[src/apu_pkg.sv]
// Shared types and constants for the sampler packet unpacker.
// No dependencies; imported by every module of the block.
package apu_pkg;

  // Highest channel number plus one; mask bits at or above it are ignored
  localparam int CHANNELS = 16;
  localparam logic [15:0] CHAN_LIMIT = 16'((33'd1 << CHANNELS) - 33'd1);

  // Input operation codes
  localparam logic OP_HEADER = 1'b0;
  localparam logic OP_DATA   = 1'b1;

  // Result kinds
  localparam logic KIND_HEADER = 1'b0;
  localparam logic KIND_SAMPLE = 1'b1;

  // Sample formats (low two bits of the header field)
  localparam logic [1:0] FMT_2BIT  = 2'd0;
  localparam logic [1:0] FMT_4BIT  = 2'd1;
  localparam logic [1:0] FMT_8BIT  = 2'd2;
  localparam logic [1:0] FMT_12BIT = 2'd3;

  // Twelve-bit group phase
  localparam logic [1:0] PH_FIRST  = 2'd0;
  localparam logic [1:0] PH_SECOND = 2'd1;
  localparam logic [1:0] PH_THIRD  = 2'd2;

  // Work queue between front and back
  localparam int QDEPTH = 4;
  localparam int QAW    = $clog2(QDEPTH);

  // One classified work entry
  typedef struct packed {
    logic             hdr;        // header status entry
    logic [1:0]       cnt;        // samples minus one
    logic [31:0]      idx;        // packet index
    logic [6:0]       lost;
    logic             restarted;
    logic             dropped;
    logic [15:0]      mask;       // channel mask (header entries)
    logic [3:0][11:0] vals;       // samples, element 0 first
  } entry_t;

  typedef struct packed {
    logic empty;
    logic full;
  } q_status_t;

endpackage

[src/adc_packet_unpacker_top.sv]
// Top level of the sampler packet unpacker: front, work queue, back.
// Depends on apu_pkg, apu_front, apu_queue, apu_back.
//
//   channel   handshake            payload
//   input     in_valid/in_ready    op, sequence_byte, channel_mask,
//                                  sample_format, data_byte
//   result    out_valid/out_ready  kind, packet_index, lost_packets, restarted,
//                                  dropped, sample_value, channel_number, last
//
// The front takes one item per cycle while the four-entry work queue has room.
// The back sends one result per cycle from its output register while results are taken;
// a byte yields four samples in two-bit format, two in four-bit, one in eight-bit, three
// twelve-bit bytes yield two, a header one. Items pass a queue slot, then the output register.
// Synchronous reset clears sequence tracking, the queue and the output valid.
// Result stalls fill the queue; the input then stalls until an entry drains.
module adc_packet_unpacker_top (
  input  logic        clk,
  input  logic        rst,
  input  logic        in_valid,
  output logic        in_ready,
  input  logic        op,
  input  logic [7:0]  sequence_byte,
  input  logic [15:0] channel_mask,
  input  logic [2:0]  sample_format,
  input  logic [7:0]  data_byte,
  output logic        out_valid,
  input  logic        out_ready,
  output logic        kind,
  output logic [31:0] packet_index,
  output logic [6:0]  lost_packets,
  output logic        restarted,
  output logic        dropped,
  output logic [11:0] sample_value,
  output logic [3:0]  channel_number,
  output logic        last
);
  import apu_pkg::*;

  logic      q_push;
  logic      q_pop;
  entry_t    q_in;
  entry_t    q_head;
  q_status_t q_status;

  apu_front u_front (
    .clk           (clk),
    .rst           (rst),
    .in_valid      (in_valid),
    .in_ready      (in_ready),
    .op            (op),
    .sequence_byte (sequence_byte),
    .channel_mask  (channel_mask),
    .sample_format (sample_format),
    .data_byte     (data_byte),
    .q_status      (q_status),
    .push          (q_push),
    .push_entry    (q_in)
  );

  apu_queue u_queue (
    .clk        (clk),
    .rst        (rst),
    .push       (q_push),
    .push_entry (q_in),
    .pop        (q_pop),
    .head       (q_head),
    .status     (q_status)
  );

  apu_back u_back (
    .clk            (clk),
    .rst            (rst),
    .head           (q_head),
    .q_status       (q_status),
    .pop            (q_pop),
    .out_valid      (out_valid),
    .out_ready      (out_ready),
    .kind           (kind),
    .packet_index   (packet_index),
    .lost_packets   (lost_packets),
    .restarted      (restarted),
    .dropped        (dropped),
    .sample_value   (sample_value),
    .channel_number (channel_number),
    .last           (last)
  );

  // Queue never overflows or underflows
  a_no_overflow: assert property (@(posedge clk) disable iff (rst)
    q_push |-> !q_status.full)
    else $error("work queue push while full");

  a_no_underflow: assert property (@(posedge clk) disable iff (rst)
    q_pop |-> !q_status.empty)
    else $error("work queue pop while empty");

  // A header status is always the only result of its transaction
  a_header_last: assert property (@(posedge clk) disable iff (rst)
    out_valid && (kind == KIND_HEADER) |-> last && (sample_value == 12'd0))
    else $error("header result without last");

endmodule

[src/apu_front.sv]
// Front end: accepts items, tracks sequence and packet index, unpacks bytes.
// Depends on apu_pkg; pushes entries into apu_queue.
module apu_front (
  input  logic              clk,
  input  logic              rst,
  input  logic              in_valid,
  output logic              in_ready,
  input  logic              op,
  input  logic [7:0]        sequence_byte,
  input  logic [15:0]       channel_mask,
  input  logic [2:0]        sample_format,
  input  logic [7:0]        data_byte,
  input  apu_pkg::q_status_t q_status,
  output logic              push,
  output apu_pkg::entry_t   push_entry
);
  import apu_pkg::*;

  logic        seen_header, seen_header_next;
  logic [6:0]  last_sequence, last_sequence_next;
  logic [31:0] packet_counter, packet_counter_next;
  logic [1:0]  active_format, active_format_next;
  logic        payload_dropped, payload_dropped_next;
  logic [1:0]  group_phase, group_phase_next;
  logic [7:0]  held_byte, held_byte_next;
  logic [3:0]  held_nibble, held_nibble_next;

  logic        accept;
  logic        restart;
  logic [6:0]  lost;
  logic [15:0] mask;
  logic        emit;

  assign in_ready = !q_status.full;
  assign accept   = in_valid && in_ready;

  // Classification and state update
  always_comb begin
    seen_header_next     = seen_header;
    last_sequence_next   = last_sequence;
    packet_counter_next  = packet_counter;
    active_format_next   = active_format;
    payload_dropped_next = payload_dropped;
    group_phase_next     = group_phase;
    held_byte_next       = held_byte;
    held_nibble_next     = held_nibble;
    emit                 = 1'b0;

    restart = !seen_header || sequence_byte[7];
    lost    = restart ? 7'd0 : (sequence_byte[6:0] - last_sequence - 7'd1);
    mask    = channel_mask & CHAN_LIMIT;

    push_entry           = '0;
    push_entry.idx       = packet_counter;

    if (op == OP_HEADER) begin
      emit                 = 1'b1;
      seen_header_next     = 1'b1;
      last_sequence_next   = sequence_byte[6:0];
      packet_counter_next  = restart ? 32'd0 : packet_counter + {25'd0, lost} + 32'd1;
      active_format_next   = sample_format[1:0];
      payload_dropped_next = (mask == 16'd0) || sample_format[2];
      group_phase_next     = PH_FIRST;
      held_byte_next       = 8'd0;
      held_nibble_next     = 4'd0;
      push_entry.hdr       = 1'b1;
      push_entry.idx       = packet_counter_next;
      push_entry.lost      = lost;
      push_entry.restarted = restart;
      push_entry.dropped   = payload_dropped_next;
      push_entry.mask      = mask;
    end else if (!payload_dropped) begin
      unique case (active_format)
        FMT_2BIT: begin
          emit               = 1'b1;
          push_entry.cnt     = 2'd3;
          push_entry.vals[0] = {data_byte[7:6], 10'd0};
          push_entry.vals[1] = {data_byte[5:4], 10'd0};
          push_entry.vals[2] = {data_byte[3:2], 10'd0};
          push_entry.vals[3] = {data_byte[1:0], 10'd0};
        end
        FMT_4BIT: begin
          emit               = 1'b1;
          push_entry.cnt     = 2'd1;
          push_entry.vals[0] = {data_byte[7:4], 8'd0};
          push_entry.vals[1] = {data_byte[3:0], 8'd0};
        end
        FMT_8BIT: begin
          emit               = 1'b1;
          push_entry.vals[0] = {data_byte, 4'd0};
        end
        default: begin
          // twelve-bit packed groups of three bytes
          priority if (group_phase == PH_FIRST) begin
            held_byte_next   = data_byte;
            group_phase_next = PH_SECOND;
          end else if (group_phase == PH_SECOND) begin
            emit               = 1'b1;
            push_entry.vals[0] = {held_byte, data_byte[7:4]};
            held_nibble_next   = data_byte[3:0];
            group_phase_next   = PH_THIRD;
          end else begin
            emit               = 1'b1;
            push_entry.vals[0] = {data_byte, held_nibble};
            group_phase_next   = PH_FIRST;
          end
        end
      endcase
    end
  end

  assign push = accept && emit;

  // State registers
  always_ff @(posedge clk) begin
    if (rst) begin
      seen_header     <= 1'b0;
      last_sequence   <= 7'd0;
      packet_counter  <= 32'd0;
      active_format   <= FMT_2BIT;
      payload_dropped <= 1'b1;
      group_phase     <= PH_FIRST;
      held_byte       <= 8'd0;
      held_nibble     <= 4'd0;
    end else if (accept) begin
      seen_header     <= seen_header_next;
      last_sequence   <= last_sequence_next;
      packet_counter  <= packet_counter_next;
      active_format   <= active_format_next;
      payload_dropped <= payload_dropped_next;
      group_phase     <= group_phase_next;
      held_byte       <= held_byte_next;
      held_nibble     <= held_nibble_next;
    end
  end

endmodule

[src/apu_queue.sv]
// Short register queue of work entries between front and back.
// Depends on apu_pkg.
module apu_queue (
  input  logic               clk,
  input  logic               rst,
  input  logic               push,
  input  apu_pkg::entry_t    push_entry,
  input  logic               pop,
  output apu_pkg::entry_t    head,
  output apu_pkg::q_status_t status
);
  import apu_pkg::*;

  entry_t         slots [QDEPTH];
  logic [QAW-1:0] wr_ptr;
  logic [QAW-1:0] rd_ptr;
  logic [QAW:0]   count;

  assign head         = slots[rd_ptr];
  assign status.empty = (count == '0);
  assign status.full  = (count == (QAW+1)'(QDEPTH));

  // Storage
  always_ff @(posedge clk) begin
    if (push) begin
      slots[wr_ptr] <= push_entry;
    end
  end

  // Pointers and fill count
  always_ff @(posedge clk) begin
    if (rst) begin
      wr_ptr <= '0;
      rd_ptr <= '0;
      count  <= '0;
    end else begin
      if (push) begin
        wr_ptr <= wr_ptr + 1'b1;
      end
      if (pop) begin
        rd_ptr <= rd_ptr + 1'b1;
      end
      unique case ({push, pop})
        2'b10:   count <= count + 1'b1;
        2'b01:   count <= count - 1'b1;
        default: count <= count;
      endcase
    end
  end

endmodule

[src/apu_back.sv]
// Back end: expands queue entries into results, tags channels, holds output.
// Depends on apu_pkg; reads the head of apu_queue.
module apu_back (
  input  logic               clk,
  input  logic               rst,
  input  apu_pkg::entry_t    head,
  input  apu_pkg::q_status_t q_status,
  output logic               pop,
  output logic               out_valid,
  input  logic               out_ready,
  output logic               kind,
  output logic [31:0]        packet_index,
  output logic [6:0]         lost_packets,
  output logic               restarted,
  output logic               dropped,
  output logic [11:0]        sample_value,
  output logic [3:0]         channel_number,
  output logic               last
);
  import apu_pkg::*;

  logic [1:0]  pos;
  logic [15:0] full_mask;
  logic [15:0] rem_mask;
  logic [15:0] rem_cleared;
  logic [3:0]  low_ch;
  logic        load;
  logic        take;
  logic        final_one;

  assign load      = !out_valid || out_ready;
  assign take      = load && !q_status.empty;
  assign final_one = head.hdr || (pos == head.cnt);
  assign pop       = take && final_one;

  // Lowest channel still pending in this mask rotation
  always_comb begin
    low_ch = 4'd0;
    for (int i = 15; i >= 0; i--) begin
      if (rem_mask[i]) begin
        low_ch = 4'(i);
      end
    end
  end

  assign rem_cleared = rem_mask & (rem_mask - 16'd1);

  // Control: output valid, position in entry, channel rotation
  always_ff @(posedge clk) begin
    if (rst) begin
      out_valid <= 1'b0;
      pos       <= 2'd0;
      full_mask <= 16'd0;
      rem_mask  <= 16'd0;
    end else begin
      if (take) begin
        out_valid <= 1'b1;
        pos       <= final_one ? 2'd0 : pos + 2'd1;
        if (head.hdr) begin
          full_mask <= head.mask;
          rem_mask  <= head.mask;
        end else begin
          rem_mask <= (rem_cleared == 16'd0) ? full_mask : rem_cleared;
        end
      end else if (out_ready) begin
        out_valid <= 1'b0;
      end
    end
  end

  // Output payload register
  always_ff @(posedge clk) begin
    if (take) begin
      packet_index <= head.idx;
      last         <= final_one;
      if (head.hdr) begin
        kind           <= KIND_HEADER;
        lost_packets   <= head.lost;
        restarted      <= head.restarted;
        dropped        <= head.dropped;
        sample_value   <= 12'd0;
        channel_number <= 4'd0;
      end else begin
        kind           <= KIND_SAMPLE;
        lost_packets   <= 7'd0;
        restarted      <= 1'b0;
        dropped        <= 1'b0;
        sample_value   <= head.vals[pos];
        channel_number <= low_ch;
      end
    end
  end

endmodule
[config.mk]
export PLATFORM = sky130hd
export DESIGN_NAME = adc_packet_unpacker_top
export DESIGN_NICKNAME = d
export VERILOG_FILES = /design/src/apu_pkg.sv /design/src/adc_packet_unpacker_top.sv /design/src/apu_front.sv /design/src/apu_queue.sv /design/src/apu_back.sv
export SDC_FILE = /design/constraint.sdc
export NUM_CORES = 1
export LEC_CHECK = 0
export BUFFER_PORTS_ARGS = -buffer_cell sky130_fd_sc_hd__buf_2
export CAP_MARGIN = 20
export CORE_UTILIZATION = 55
export CTS_CLUSTER_DIAMETER = 30
export DETAILED_ROUTE_END_ITERATION = 7
export GPL_ROUTABILITY_DRIVEN = 0
export PLACE_DENSITY_LB_ADDON = 0.3
export SETUP_SLACK_MARGIN = 0.1
export SYNTH_ARGS = -nofsm -noshare
export SYNTH_HDL_FRONTEND = slang
export SYNTH_SLANG_ARGS = --single-unit
[constraint.sdc]
create_clock -name clk -period 6.5 [get_ports clk]
set_input_delay 0.325 -clock clk [delete_from_list [all_inputs] [get_ports clk]]
set_output_delay 0.325 -clock clk [all_outputs]
set_load 0.03 [all_outputs]
* Word level (Yosys, flattened, before mapping)
Memories as Yosys holds them, arrays and structs flattened. A register that Yosys moved wholly into a read port is not among the register bits. Index checks and enable logic that the tools add are counted.
Cells by class: add/sub/neg operators 10, eq/ne operators 12, reductions and logical operators 29, mux-type cells 60, $lt $le $gt $ge 1, bitwise gates (word level) 2
Operators by type and width (count):
- 48-bit two-way mux | 2
- 57-bit two-way mux | 1
- 4-bit two-way mux | 13
- 12-bit two-way mux | 3
- 12-bit one-hot mux with 3 select lines | 1
- 32-bit by 1-bit adder with 32-bit output, second input constant | 1
- 32-bit by 7-bit adder with 32-bit output | 1
- 16-bit zero test | 2
- 16-bit two-way mux | 2
- 32-bit two-way mux | 1
- 8-bit two-way mux | 4
- 12-bit binary-select mux with 2-bit select | 1
- 2-bit two-way mux | 12
- 24-bit two-way mux | 1
- 12-bit one-hot mux with 2 select lines | 1
- 16-bit AND | 1
- 16-bit by 1-bit subtractor with 16-bit output, second input constant | 1
- 3-bit two-way mux | 4
- 1-bit two-way mux | 11
- 9-bit OR reduction | 1
- 7-bit two-way mux | 1
- 7-bit by 1-bit subtractor with 7-bit output, second input constant | 1
- 7-bit subtractor | 1
- 2-bit by 1-bit adder with 2-bit output, second input constant | 3
- 25 further kinds | 44
Word-level totals: bits of input ports 40, logic and storage cells 141, memories 1, RAM bits 432, flip-flop bits (word level) 158, output and inout port bits 61
Memories:
- u_queue.slots | depth 4, bits a word 108, rd ports 1, clocked after Yosys merged registers in 1, write ports 1, RTL line apu_queue.sv:14 | entry_t slots [QDEPTH];

* Longest topological paths before layout
Gate-level depths: netlist of run 1.
depth after elaboration 15, mapped depth 19, gate-level depth less buffers 17

* Cells and area by module
From an unflattened synthesis of run 1, not the netlist that was laid out.
Unflattened totals: cell total of the unflattened synthesis 1589, area total of the unflattened synthesis 24546.0 um^2
By module, submodules not included:
- apu_queue | seq. area each 13152.6 um^2, times used 1, area an instance 15977.8 um^2, cells an instance 611
- apu_front | seq. area each 1141.1 um^2, times used 1, area an instance 4419.2 um^2, cells an instance 623
- apu_back | seq. area each 2472.4 um^2, times used 1, area an instance 4149.0 um^2, cells an instance 355

* Worst setup path before layout of run 1
No wires, ideal clock.
path kind flip-flop to flip-flop, start register u_queue.count[0], end memory u_queue.slots[0][0] (netlist name) (enable), cell stages (with the launch flop) 6, setup time 447 ps, path buffers 0, slack 2812 ps, arrival 3241 ps, data required time 6053 ps, clock period less this slack 3688 ps, path through dfxtp_1 -> inv_1 -> nand3_1 -> nand2_1 -> a21oi_1 -> and2_1
Between the ends: word-level cells in the longest chain between the ends 6
RTL lines:
- start, declared | RTL line apu_queue.sv:17 | logic [QAW:0] count;
- start signal, assigned | RTL line apu_queue.sv:44 | 2'b10: count <= count + 1'b1;
- start signal, assigned | RTL line apu_queue.sv:45 | 2'b01: count <= count - 1'b1;
- start signal, assigned | RTL line apu_queue.sv:46 | default: count <= count;
- 3-bit equality test | RTL line apu_queue.sv:21 | assign status.full = (count == (QAW+1)'(QDEPTH));
- 1-bit zero test | RTL line apu_front.sv:34 | assign in_ready = !q_status.full;
- via in_ready | RTL line adc_packet_unpacker_top.sv:20 | output logic in_ready,
- 1-bit logical AND | RTL line apu_front.sv:35 | assign accept = in_valid && in_ready;
- 1-bit logical AND | RTL line apu_front.sv:112 | assign push = accept && emit;
- 1-bit two-way mux | RTL line apu_queue.sv:25 | if (push) begin
- 1-bit two-way mux (implied by the code) | RTL line apu_queue.sv:26 | slots[wr_ptr] <= push_entry;
- end, declared | RTL line apu_queue.sv:14
The timed path passes the listed nets, and every way through them passes these cells.

==> impl_results.md, run 1 <==
* Outcome: finished, final reports clean
* Total of max-cap violations at 0
* WHS at 35.7 ps
* Logic pwr share at 21.0%
* Clock Tree Buf Depth at 3
* Share of the synthesized area in the top cell type at 57.2%
* Drt wl/cell at 21.1 um
* Max FO, Critical Path at 18
* Die area at 37000 um2
* Area Overhead vs Synth at 18.8%
* Hold path cells at 3
* Clock group share of total power at 40.7%
* Clock Skew at 27.0 ps
* Post-synthesis simple-gate area fraction at 9.40%
* # IOs at 101
* FMAX at 237 MHz
* Slew Limit Fails at 0
* Tcrit/Tclk final at 65.0%
* RSZ-0062 raised after global routing: false
* Share of post-route cells with drive strength above 1 at 22.1%
* Sequential power share at 38.2%
* Post-CTS Setup Bufs at 0
* Vias in the first global route at 12400
* FILL cells at 2480
* Post-synth ARST share at 0%
* Pwr dens at 449 nW/um2
* Row count at 69
* Register area share after synthesis at 67.3%
* Main synth FF type: edfxtp_1
* DP HPWL at 24900 um
* Worst Path Required at 6820 ps
* Clock sink count at 480
* Setup_tns at 0 ps
* Startpoint type of the worst setup path: register
* Max IR drop VDD at 255 uV
* Post-layout nets at 1580
* Die Ht at 192 um
* Largest net degree at the start of global routing at 80
* Net switching power at 3.21 mW
* Sw frac at 30.3%
* Post-Syn Area at 19900 um2
* CTS tree: done
* Yosys reg bits at 480
* Mux share of post-synthesis cell area at 9.47%
* Compound-cell area share of the yosys netlist at 9.06%
* Unique masters post-synth at 62
* Avg Vias per Cell at 6.11
* DRT Wirelength at 43100 um
* Combinational family with the most area after synthesis: multiplexers
* Hold Path Class: input pin to register
* Iter 0 DRT Violations at 1173
* Number of synthesized flops with an enable pin at 379
* Vias at 12500
* Syn Area/Cell at 14.3 um2
* Most common cell in the netlist: edfxtp_1
* Dominant cells by area after synthesis: edfxtp_1 57%, dfxtp_1 10%, mux4_2 9.2%
* Cells on worst reg2reg path at 17
* Core area at 35600 um2
* Worst Tran Pin Value at 1060 ps
* Drt pass-1 iters at 6
* Commonest cells post-synth: 379 x edfxtp_1, 107 x nand2_1, 101 x dfxtp_1
* Total congestion overflow at 0
* WP data arrival at 4550 ps
* Rel. slew slack at 29.6%
* Count of input and output buffers at 100
* Tmin final at 4220 ps
* Initial antenna violation count at 1
* Antenna Nets Post-Route at 0
* Hold Fails Final Rpt at 0
* Post-Synth XOR/XNOR Area at 0.704%
* DRC at 0
* Number of H-tree levels at 3
* Yosys warning total at 0
* Global Route Usage Sum at 24.1%
* Clock-pin slew on the worst setup and hold paths at 40 ps
* Crit path kind: register to register
* CP endpoint kind: register
* Synth area leader: edfxtp_1
* Die Wd at 192 um
* Total internal power at 7.41 mW
* TritonCTS buffer count at 87
* Post-Syn Instances at 1395
* Cts repair resizes at 0
* Synth Net Count at 1457
* Leak Pwr at 8.19 nW
* Clock Tree Root: clkbuf_16
* Hold bufs inserted after CTS at 0
* # diodes at 0
* Worst-Skew Late Latency at 580 ps
* First-pass GRT wire length at 67500 um
* Initial core utilization at 56.0%
* Adder-Cell Fraction of Synth Area at 1.60%
* Final Setup Violations at 0
## cells by family (layout without fill, tap and decap cells)
kind of cell | count (synthesis) | in the layout
buf+inv | 117 | 309
mux | 87 | 87
fa+ha+maj | 24 | 24
simple gates | 383 | 383
compound gates | 288 | 288
flops | 480 | 480
xor+xnor | 16 | 16
## layer usage
metal / vias to the layer above / track usage, % / wire length [um]
met4: 2 / 8.81 / 954
met2: 536 / 38.4 / 20700
met1: 6225 / 33.1 / 18400
met3: 77 / 4.80 / 3070
li1: 5665 / - / -
met5: - / 0 / 11
## worst paths after layout
path                                          startpoint  slack (ps)                       end
worst max-delay path            u_front.last_sequence[0]        2280     u_queue.slots[3][104]
worst min-delay path                    sequence_byte[2]          40  u_front.last_sequence[2]
worst max register to register  u_front.last_sequence[0]        2280     u_queue.slots[3][104]
worst min register to register  u_front.last_sequence[0]         450  u_front.last_sequence[0]
## registers in the layout (all words and copies together) (netlist names), 2 cells and up, named ones only
| name | count |
|---|---|
| u_queue.rd_ptr | 2 |
| u_back.full_mask | 16 |
| u_back.sample_value | 12 |
| u_front.held_byte | 8 |
| u_back.pos | 2 |
| u_back.lost_packets | 7 |
| u_back.packet_index | 32 |
| u_back.rem_mask | 16 |
| u_front.packet_counter | 32 |
| u_front.last_sequence | 7 |
| u_queue.wr_ptr | 2 |
| u_back.channel_number | 4 |
| u_front.group_phase | 2 |
| u_front.held_nibble | 4 |
| u_queue.slots | 320 |
| u_front.active_format | 2 |
| u_queue.count | 3 |
## power groups by stage
stage	clock network [mW]	logic (mW)	registers [mW]
6_report	4.33	2.23	4.06
2_1_floorplan	0	1.30	4.45
3_3_place_gp	0	2.19	4.10
3_5_place_dp	0	2.21	4.11
4_1_cts	4.38	2.24	4.06
5_1_grt	4.52	2.43	4.11
## metrics by stage
stage	setup WS [ps]	power [mW]	util, %	std cells	area (um2)
after floorplan	2810	5.75	-	1395	19900
after global placement	2380	6.28	58.4	1887	20800
after detailed placement	2270	6.32	58.4	1887	20800
after CTS	2370	10.7	66.4	2045	23600
after global routing	2000	11.1	66.5	2048	23700
final	2280	10.6	66.5	2048	23700
## cell usage in the layout (no fill, tap or decap), types with 21 or more instances in the layout
cell / netlist / final
nor2_1: 87 / 87
nand3_1: 34 / 34
nor2b_1: 36 / 36
o31ai_1: 21 / 21
o21ai_0: 71 / 71
and2_1: 26 / 22
mux4_2: 81 / 81
a31oi_1: 23 / 23
a21oi_1: 87 / 87
inv_1: 31 / 30
clkbuf_16: 0 / 90
a22oi_1: 22 / 22
edfxtp_1: 379 / 379
nor3_1: 25 / 25
buf_2: 12 / 100
nand2_1: 107 / 107
dfxtp_1: 101 / 99
## layout make-up
class | count | area (um2) | share of cell area [%]
Tap cell | 461 | 577 | 2.44
Timing Repair Buffer | 119 | 661 | 2.79
Multi-Input combinational cell | 798 | 6030 | 25.5
Clock inverter | 51 | 542 | 2.29
Clock buffer | 107 | 2320 | 9.79
Sequential cell | 480 | 13400 | 56.7
Inverter | 32 | 121 | 0.513
## critical path, stage by stage (launching register included)
cell and delay, ps:
dfxtp_1 320, inv_1 60, ha_1 200, inv_1 80
fa_1 200, nor2b_1 50, o21ai_0 190, a21boi_0 140
o21a_1 190, or3_1 360, a21oi_1 160, ha_1 250
nor2_1 70, a21oi_1 230, o311a_1 660, nand4_1 280
or3_1 350, o21ai_0 170
Power figures use the tool's default switching activity.
==> inputs of run 2 (changes only) <==
==> constraint.sdc (replaced) <==
create_clock -name clk -period 3.6 [get_ports clk]
set_input_delay 0.18 -clock clk [delete_from_list [all_inputs] [get_ports clk]]
set_output_delay 0.18 -clock clk [all_outputs]
set_load 0.03 [all_outputs]
==> run 2 against run 1 <==
  * The run now ends with negative setup slack left
  * Via count grew 6.8%
  * Sequential share of layout area decreased by 3.9 points
  * Clock skew grew 1.0 ps
  * Setup slack lost 2500 ps
  * Global-route usage rose by 2.2 points
  * Critical path type unchanged
  * Largest power group unchanged
==> impl_results.md, run 2 (synthesized netlist as in run 1, its figures left out) <==
* Reg2reg setup slack at -190 ps
* Area Overhead vs Synth at 27.6%
* Largest reg by FF count: u_queue.slots
* Total Power at 20.4 mW
* Worst Tran Pin Value at 1230 ps
* Clock Skew at 28.0 ps
* Leak Pwr at 8.99 nW
* Vias in the first global route at 13500
* TritonCTS buffer count at 96
* Max FO, Critical Path at 5
* Die Ht at 192 um
* Post-layout nets at 1686
* Hold Fails Final Rpt at 0
* First-pass GRT wire length at 73500 um
* Crit path kind: register to register
* Clock sink count at 480
* Die Wd at 192 um
* WP data arrival at 4140 ps
* Pre-CTS setup slack at -239 ps
* Placed inst area at 21200 um2
* Critical path's slowest cell: or3_4
* Avg Vias per Cell at 6.16
* Most frequent CP cell: buf_4
* PnR worst setup slack at -188 ps
* Max reg flops at 320
* Share of post-route cells with drive strength above 1 at 30.1%
* Startpoint type of the worst setup path: register
* Initial antenna violation count at 1
* Drt wl/cell at 22.5 um
* Row count at 69
* Total of max-cap violations at 0
* Drt pass-1 iters at 6
* Worst Path Required at 3950 ps
* Max IR drop VDD at 574 uV
* CP endpoint kind: register
* CP top delay family: simple AND/OR/NAND/NOR gates
* Worst-Skew Late Latency at 620 ps
* Outcome: finished, violations left
* Worst path bufs/invs at 6
* DRT Wirelength at 48800 um
* Hold Path Class: input pin to register
* Core area at 35600 um2
* Largest net degree at the start of global routing at 80
* Global Route Usage Sum at 26.3%
* CP Cell Sequence: inv_2 -> ha_4 -> inv_2 -> fa_2 -> nor2b_2 -> o21ai_2 -> a21boi_2 -> buf_4 -> o21a_1 -> or3_4 -> a21oi_4 -> ha_4 -> nor2_2 -> or3_4 -> nor4_4 -> buf_6 -> buf_4 -> nor2_4 -> o21ai_2 -> o21ai_1 -> buf_4
* Antenna Nets Post-Route at 0
* Vias at 13400
* Slowest stage delay, CP at 390 ps
* FMAX at 264 MHz
* Number of H-tree levels at 3
* Die area at 37000 um2
* Total congestion overflow at 0
* Most common cell after layout, fill and taps aside: edfxtp_1
* Pwr dens at 803 nW/um2
* Clock Tree Root: clkbuf_16
* Rel. slew slack at 17.7%
* WHS at 13.6 ps
* Initial core utilization at 56.0%
* Slew Limit Fails at 0
* Dpl cells at 1937
* Final Setup Violations at 73
* Leading cell types in the layout, fill and taps excluded: 379 x edfxtp_1, 104 x nand2_1, 100 x buf_2
* Clock Tree Buf Depth at 3
* Count of input and output buffers at 100
* Design area at 25400 um2
* DP HPWL at 27000 um
* DRC at 0
* Tmin final at 3790 ps
* Regs by FF count: u_queue.slots x320, u_back.packet_index x32, u_front.packet_counter x32
* Iter 0 DRT Violations at 1329
* # IOs at 101
* Clock-pin slew on the worst setup and hold paths at 50 ps
* Failing checks: negative setup slack
* Final Util at 71.4%
* RSZ-0062 raised after global routing: true
* CTS tree: done
* Tcrit/Tclk final at 105%
* Post-route insts no fill at 2170
* Setup_tns at -8400 ps
-- run 2: changes by cell type in the layout (fill, tap and decap cells not counted), moves of 8 or more --
cell and delta:
buf_4 +49, o21ai_0 -25, dlygate4sd3_1 +24, o21ai_1 +20
buf_6 +17, clkbuf_16 +9, a21oi_1 -8, buf_12 +8
clkbuf_1 -8, clkbuf_8 +8
-- run 2: final cells by class --
type,instances,area (um2)
sequential,480,13400
fill,2230,10200
multi-input combinational,799,6420
clock buffer,116,2620
timing repair buffer,215,1590
clock inverter,66,664
tap,461,577
inverter,32,121
antenna,1,2.50
-- run 2: where the power goes --
part           internal (mW)  switching (mW)
Combinational           1.42            2.91
Sequential              6.94           0.339
Clock                   5.84            2.94
-- run 2: worst reg2reg max path: cells and delay by family, from the launching register on --
family	cells	cell delay, ps
compound gates	6	860
fa+ha+maj	3	530
buf+inv	6	740
flops	1	340
simple gates	6	1080
-- run 2: timing repair --
item / in CTS / in global routing
buffers inserted: 6 / 18
pin swaps: 21 / 34
endpoints found under the hold margin: 41 / 0
cloned: 2 / 0
hold buffers: 24 / 0
setup endpoints to repair: 119 / 124
resized for setup: 53 / 69
-- run 2: final timing paths --
path                            start                    to  depth (start not counted)
max          u_front.last_sequence[0]  u_queue.slots[1][95]                         21
min                  channel_mask[12]  u_queue.slots[2][60]                          2
min reg2reg       u_back.full_mask[1]   u_back.full_mask[1]                          2
max reg2reg  u_front.last_sequence[0]  u_queue.slots[1][95]                         21
-- run 2: routing by layer --
layer / track usage (%) / part of all wire (%)
met5: 0 / 0
met4: 11.3 / 2.9
met1: 35.2 / 40
met3: 4.84 / 8.0
met2: 42.6 / 49
==> inputs of run 3 (changes only) <==
--- a/config.mk
+++ b/config.mk
@@ -6,13 +6,13 @@
 export NUM_CORES = 1
 export LEC_CHECK = 0
 export BUFFER_PORTS_ARGS = -buffer_cell sky130_fd_sc_hd__buf_2
-export CAP_MARGIN = 20
 export CORE_UTILIZATION = 55
 export CTS_CLUSTER_DIAMETER = 30
 export DETAILED_ROUTE_END_ITERATION = 7
 export GPL_ROUTABILITY_DRIVEN = 0
 export PLACE_DENSITY_LB_ADDON = 0.3
 export SETUP_SLACK_MARGIN = 0.1
+export SKIP_CTS_REPAIR_TIMING = 1
 export SYNTH_ARGS = -nofsm -noshare
 export SYNTH_HDL_FRONTEND = slang
 export SYNTH_SLANG_ARGS = --single-unit
==> run 3 against run 2 <==
  * The run ends with negative hold slack, negative setup slack left
  * Critical path depth is 1 lower
  * Sequential cell count stayed put
  * Fmax is 1.3% higher
  * Routed wire length is 0.68% lower
  * Utilization is 0.28 points lower
  * Sequential power hardly changed
  * Total power is 0.10% lower
  * Critical endpoint is now u_queue.slots[1][99]
  * Largest cell class unchanged
  * Largest power group unchanged
==> impl_results.md, run 3 (synthesized netlist as in run 1, its figures left out) <==
* Clock Tree Root: clkbuf_16
* Net switching power at 6.18 mW
* Rel. slew slack at 14.9%
* Regs by FF count: u_queue.slots x320, u_back.packet_index x32, u_front.packet_counter x32
* CTS tree: done
* CP endpoint kind: register
* PnR worst setup slack at -139 ps
* Sequential power share at 35.8%
* Iter 0 DRT Violations at 1205
* Total congestion overflow at 0
* First-pass GRT wire length at 72000 um
* Hold Path Sink: u_back.out_valid
* Pwr dens at 805 nW/um2
* Failing checks: negative hold slack, negative setup slack
* Hold path cells at 3
* Vias at 13300
* Clock Tree Buf Depth at 3
* Largest net degree at the start of global routing at 80
* Avg Vias per Cell at 6.18
* Max FO, Critical Path at 4
* Tmin final at 3740 ps
* Vias in the first global route at 13200
* Cells on worst reg2reg path at 20
* Worst Tran Pin Value at 1270 ps
* Initial antenna violation count at 2
* Clock sink count at 480
* WL met2 at 23700 um
* Sw frac at 30.3%
* Hold path startpoint: out_ready
* Hold Path Class: input pin to register
* Die Ht at 192 um
* Worst flop-to-flop path startpoint: u_front.last_sequence[0]
* Number of H-tree levels at 3
* FMAX at 267 MHz
* Met3 WL at 3860 um
* Total Power at 20.4 mW
* Slew Limit Fails at 0
* Leading cell types in the layout, fill and taps excluded: 379 x edfxtp_1, 106 x nand2_1, 100 x buf_2
* Total of max-cap violations at 0
* Global Route Usage Sum at 25.8%
* Tcrit/Tclk final at 104%
* Share of post-route cells with drive strength above 1 at 29.8%
* Die area at 37000 um2
* Final Setup Violations at 60
* TritonCTS buffer count at 96
* Post-route insts no fill at 2154
* Row count at 69
* Crit path kind: register to register
* Area Overhead vs Synth at 27.1%
* Leak Pwr at 8.93 nW
* Clock Skew at 22.6 ps
* DP HPWL at 27000 um
* Clock-pin slew on the worst setup and hold paths at 50 ps
* WP data arrival at 4090 ps
* Outcome: finished, violations left
* Die Wd at 192 um
* RSZ-0062 raised after global routing: true
* Largest reg by FF count: u_queue.slots
* Reg2reg end: u_queue.slots[1][99]
* Logic pwr share at 21.3%
* Hold Fails Final Rpt at 1
* Max layer used: met5
* Total internal power at 14.2 mW
* Drt pass-1 iters at 6
* Drt wl/cell at 22.5 um
* Clock group share of total power at 43.0%
* DRT Wirelength at 48400 um
* Max IR drop VDD at 616 uV
* Initial core utilization at 56.0%
* Dpl cells at 1937
* Worst-Skew Late Latency at 610 ps
* Setup_tns at -4000 ps
* Core area at 35600 um2
* WHS at -38.3 ps
* M1 WL at 19700 um
* DRC at 0
* Post-layout nets at 1670
* Startpoint type of the worst setup path: register
* FILL cells at 2250
* Max reg flops at 320
* Worst Path Required at 3960 ps
* Reg2reg setup slack at -140 ps
* # IOs at 101
* Count of input and output buffers at 100
* Pre-CTS setup slack at -239 ps
* Antenna Nets Post-Route at 0
* Most common cell after layout, fill and taps aside: edfxtp_1
==> run 3: cell type report <==
cell class,instances,area [um2],area share (%)
Sequential cell,480,13400,53.0
Multi-Input combinational cell,799,6470,25.6
Clock buffer,116,2620,10.4
Timing Repair Buffer,199,1440,5.70
Clock inverter,66,664,2.63
Tap cell,461,577,2.28
Inverter,32,121,0.480
Antenna cell,1,2.50,0.00989
==> run 3: stage by stage <==
step                utilization (%)  cell area, um2
floorplan                         -           19900
global placement               59.7           21200
detailed placement             59.7           21200
CTS                            69.0           24500
global route                   71.2           25300
finish                         71.2           25300
==> run 3: worst max path at each step <==
stage / endpoint / slack, ps / cells after the start / from
final: u_queue.slots[1][99] / -140 / 20 / u_front.last_sequence[0]
after global routing: u_queue.slots[2][101] / -310 / 18 / u_front.last_sequence[0]
after CTS: u_queue.slots[3][102] / -360 / 17 / u_front.last_sequence[0]
after detailed placement: u_queue.slots[0][102] / -240 / 17 / u_front.last_sequence[0]
after global placement: u_queue.slots[2][103] / -120 / 19 / u_front.last_sequence[0]
after floorplan: u_queue.slots[0][102] / 110 / 18 / u_front.last_sequence[0]
==> run 3: routing by layer <==
layer	vias to the layer above	global-route usage [%]
li1	5866	-
met1	6693	34.7
met2	652	41.6
met3	103	4.98
met4	2	10.2
met5	-	0
==> run 3: critical path, cell delays in order, from the launching register on <==
cell and delay [ps]:
dfxtp_2 340, inv_2 50, ha_4 150, inv_2 50
fa_2 210, nor2b_2 50, o21ai_2 160, a21boi_2 80
o21a_1 220, or3_4 390, a21oi_4 150, ha_4 170
nor2_2 40, or3_4 360, nor4_4 280, buf_4 180
buf_6 120, a21oi_2 60, o21ai_1 130, o31ai_1 100
buf_4 200
==> run 3: power by group through the flow <==
| stage | Combinational [mW] | Sequential [mW] | Clock (mW) |
|---|---|---|---|
| finish | 4.33 | 7.28 | 8.75 |
| global route | 4.64 | 7.36 | 9.11 |
| CTS | 4.27 | 7.28 | 8.84 |
| detailed placement | 4.21 | 7.35 | 0 |
| global placement | 4.14 | 7.33 | 0 |
| floorplan | 2.35 | 8.02 | 0 |
